[config.mk]
export PLATFORM = sky130hd
export DESIGN_NAME = spq_cell
export DESIGN_NICKNAME = d
export VERILOG_FILES = /design/src/rtl/core/spq_pkg.sv /design/src/rtl/core/spq_cell.sv
export SDC_FILE = /design/constraint.sdc
export NUM_CORES = 1
export LEC_CHECK = 0
export BUFFER_PORTS_ARGS = -buffer_cell sky130_fd_sc_hd__buf_2
export CELL_PAD_IN_SITES_DETAIL_PLACEMENT = 2
export CELL_PAD_IN_SITES_GLOBAL_PLACEMENT = 2
export CORE_MARGIN = 2
export CORE_UTILIZATION = 25
export CTS_CLUSTER_SIZE = 20
export DETAILED_ROUTE_END_ITERATION = 6
export GPL_TIMING_DRIVEN = 0
export PLACE_DENSITY = 0.94
export SYNTH_ARGS = -nofsm -noshare
export SYNTH_HDL_FRONTEND = slang
export SYNTH_SLANG_ARGS = --single-unit
[constraint.sdc]
create_clock -name clock -period 6 [get_ports clock]
set_input_delay 0.6 -clock clock [delete_from_list [all_inputs] [get_ports clock]]
set_output_delay 0.6 -clock clock [all_outputs]
set_load 0.03 [all_outputs]
[src/rtl/core/spq_pkg.sv]
// Shared constants, codes and types of the sorted priority queue.
package spq_pkg;

   localparam int DEPTH = 64;
   localparam int CountWidth = $clog2(DEPTH + 1);
   localparam int ValueWidth = 32;
   localparam int PrioWidth = 16;
   localparam int OccWidth = 7;
   localparam int ReqDataWidth = 48;
   localparam int RspDataWidth = 56;

   typedef enum logic [0:0] {
      OP_ENQUEUE = 1'b0,
      OP_DEQUEUE = 1'b1
   } opcode_type;

   typedef enum logic [1:0] {
      ST_INSERTED  = 2'd0,
      ST_DEQUEUED  = 2'd1,
      ST_OVERFLOW  = 2'd2,
      ST_UNDERFLOW = 2'd3
   } status_type;

   typedef struct packed {
      logic [PrioWidth-1:0]  prio;
      logic [ValueWidth-1:0] value;
   } entry_type;

   typedef struct packed {
      logic insert;
      logic remove;
      logic occupied;
   } cell_ctrl_type;

endpackage

[src/rtl/core/spq_cell.sv]
// One storage cell of the sorted chain: holds an entry and shifts it left or right.
module spq_cell (
   input  logic                  clock,
   input  spq_pkg::cell_ctrl_type ctrl,
   input  spq_pkg::entry_type    new_entry,
   input  spq_pkg::entry_type    left_entry,
   input  spq_pkg::entry_type    right_entry,
   input  logic                  left_keep,
   output spq_pkg::entry_type    entry,
   output logic                  keep
);

   spq_pkg::entry_type entry_ff;
   spq_pkg::entry_type entry_in;

   // The cell keeps its entry when it is held and not served later than the new one.
   assign keep = ctrl.occupied && ($signed(entry_ff.prio) <= $signed(new_entry.prio));

   always_comb begin
      entry_in = entry_ff;
      priority if (ctrl.insert) begin
         priority if (keep) begin
            entry_in = entry_ff;
         end else if (left_keep) begin
            entry_in = new_entry;
         end else begin
            entry_in = left_entry;
         end
      end else if (ctrl.remove) begin
         entry_in = right_entry;
      end
   end

   always_ff @(posedge clock) begin
      entry_ff <= entry_in;
   end

   assign entry = entry_ff;

endmodule

==> results.json <==
{
  "ant_nets": 0,
  "antennaDiodeCount": 0,
  "min_period_over_period": 0.526,
  "p_per_area_nw_per_um2": 252,
  "final.setup.tns_ns": 0,
  "wirelength_mm": 10.7,
  "required_ns": 5.40,
  "critPathMaxFanout": 4,
  "rrSetupSlack_ns": 3.25,
  "die_h_um": 112,
  "die_w_um": 112,
  "start_kind": "input pin",
  "criticalPathCategory": "in -> out",
  "die_area_um2": 12400,
  "worst_r2r_endpoint": "entry[34]",
  "num-fill-cells": 1325,
  "reg2reg_depth": 7,
  "cts_hold_buf": 0,
  "io_pins": 198,
  "p_int_uw": 736,
  "synth_seq_area_share": 0.498,
  "final_common_cell": "buf_2",
  "initial_utilization": 0.254,
  "slew_headroom": 0.604,
  "cts-resized-gates": 0,
  "clock_latency_ns": 0.29,
  "cts_tree": "done",
  "clock_path_buffers": 2,
  "peakVddDrop_uv": 103,
  "ys_types": 26,
  "hold_depth": 3,
  "layout_common_cells": "buf_2, a21oi_1, nor2_1, mux2i_1, edfxtp_1",
  "drt_iter0_drc": 50,
  "largest_register_ffs": 48,
  "coreArea_um2": 11400,
  "status": "complete, no violations",
  "dp_hpwl_mm": 8.97,
  "clk_pin_slew_ns": 0.06,
  "root_buffer": "clkbuf_16",
  "combinationalPowerShare": 0.299,
  "fp-row-count": 39,
  "endpoint_kind": "output port",
  "port_buffers": 195,
  "max-cap-violations": 0,
  "max_freq_mhz": 317,
  "cts_sinks": 48,
  "syn-instance-count": 277,
  "finalSetupViolCount": 0,
  "grt.total_usage": 0.169,
  "min_from": "right_entry[4]",
  "yosysWarnings": 0,
  "clkPwrFrac": 0.297,
  "drc": 0,
  "cts_inserted_buffers": 5,
  "cp.arrival_ns": 2.55,
  "fin_nets": 647,
  "routed_via_density": 4.64,
  "num_vias": 2907,
  "p_switching_uw": 341,
  "area_delta_synth_final_pct": 47.4,
  "finClkSkew_ns": 0.00600,
  "drive_gt1_frac": 0.443,
  "grt_pass1_vias": 3384,
  "pwr-share-seq": 0.404,
  "fin_crit_ns": 3.15,
  "drt_pre_antenna_iters": 4,
  "avgSynthCellArea_um2": 10.4,
  "routedWlPerCell_um": 17.1,
  "post_cts_buffers": 0,
  "place_inst": 618,
  "hp-class": "in -> reg",
  "final_cells": 626,
  "tightest_slew_ns": 0.594,
  "syn_nets": 442,
  "worst_hold_path.endpoint": "entry[4]",
  "synth_seq_cells": 48,
  "r2r_start": "entry[47]",
  "leakagePower_uw": 0.00212,
  "synthesis.area_um2": 2890,
  "hold_viol": 0,
  "drv_slew": 0,
  "rsz0062_at_grt": "false",
  "grt_pass1_wl_mm": 16.9,
  "htree_levels": 2,
  "swShare": 0.317,
  "overflow": 0,
  "grt_max_degree": 18,
  "antenna_found_initial": 0,
  "place.gp.congestion": 0.764
}
==> power groups by stage <==
stage	Combinational [uW]	Clock, uW	Sequential, uW
6_report	322	319	435
5_1_grt	351	340	440
4_1_cts	328	330	436
3_5_place_dp	327	0	443
3_3_place_gp	303	0	445
2_1_floorplan	105	0	525
==> layer usage <==
layer	routed length (um)	vias up	GRT usage
li1	-	1406	-
met1	4180	1363	0.185
met2	5590	130	0.321
met3	848	8	0.0533
met4	101	0	0.0362
met5	0	-	0
==> kinds of logic after synthesis <==
| family | count (synthesis) | share of synthesized area |
|---|---|---|
| AND/OR/NAND/NOR | 66 | 0.0991 |
| adder cells (fa/ha/maj) | 16 | 0.0692 |
| AO/OA/AOI/OAI | 61 | 0.113 |
| multiplexers | 49 | 0.170 |
| flip-flops | 48 | 0.498 |
| buffers and inverters | 37 | 0.0510 |
==> synthesized netlist by cell type <==
master / n / share of area
edfxtp_1: 48 / 0.50
o31a_1: 1 / 0.0030
nor4_2: 1 / 0.0043
nand4_2: 1 / 0.0043
nand4_1: 1 / 0.0022
a31oi_1: 1 / 0.0022
clkbuf_1: 10 / 0.013
o21ai_1: 1 / 0.0017
nand3_1: 2 / 0.0035
a21o_1: 2 / 0.0052
buf_1: 2 / 0.0026
and4_4: 1 / 0.0039
nor2_1: 51 / 0.066
buf_2: 4 / 0.0069
o31ai_2: 1 / 0.0043
buf_4: 1 / 0.0026
or2b_1: 1 / 0.0026
inv_1: 20 / 0.026
o21ai_0: 1 / 0.0017
a21oi_1: 53 / 0.092
ha_1: 16 / 0.069
nor3_1: 2 / 0.0035
nand2_1: 5 / 0.0065
nand2b_1: 1 / 0.0022
a41oi_1: 1 / 0.0030
mux2i_1: 49 / 0.17
==> worst max path at each step <==
stage | from | end | slack (ns) | cells after the start
floorplan | new_entry[46] | entry[0] | 1.71 | 7
detailed placement | new_entry[47] | keep | 2.85 | 9
global placement | new_entry[47] | entry[6] | 0.26 | 8
CTS | new_entry[47] | keep | 2.83 | 9
global route | entry[47] | keep | 2.66 | 7
finish | new_entry[47] | keep | 2.85 | 9
==> area by class of cell <==
| cell class | count | area, um2 | area share |
|---|---|---|---|
| clock inverters | 2 | 35.0 | 0.00821 |
| plain buffers | 17 | 72.6 | 0.0170 |
| multi-input cells | 192 | 1310 | 0.308 |
| flip-flops and latches | 48 | 1440 | 0.338 |
| clock buffers | 6 | 129 | 0.0302 |
| well taps | 143 | 179 | 0.0419 |
| repair buffers | 198 | 1020 | 0.239 |
| inverters | 20 | 75.1 | 0.0176 |
==> worst max-delay path: stages <==
cell and delay (ns):
buf_2 0.09, inv_1 0.04, ha_1 0.35, nand4_2 0.18, nor4_2 0.35, o21ai_1 0.16
a31oi_1 0.36, o31a_1 0.23, buf_2 0.20
==> metrics by stage <==
stage	hold WS (ns)	cell area [um2]	worst slack (ns)	total power, uW	utilization
after floorplan	0.826	2890	1.71	631	-
after global placement	0.917	4050	0.263	748	0.356
after detailed placement	0.930	4100	2.85	770	0.361
after CTS	0.631	4270	2.83	1090	0.375
after global routing	0.653	4270	2.66	1130	0.375
final	0.634	4270	2.85	1080	0.375
(Power assumes the default switching activity.)
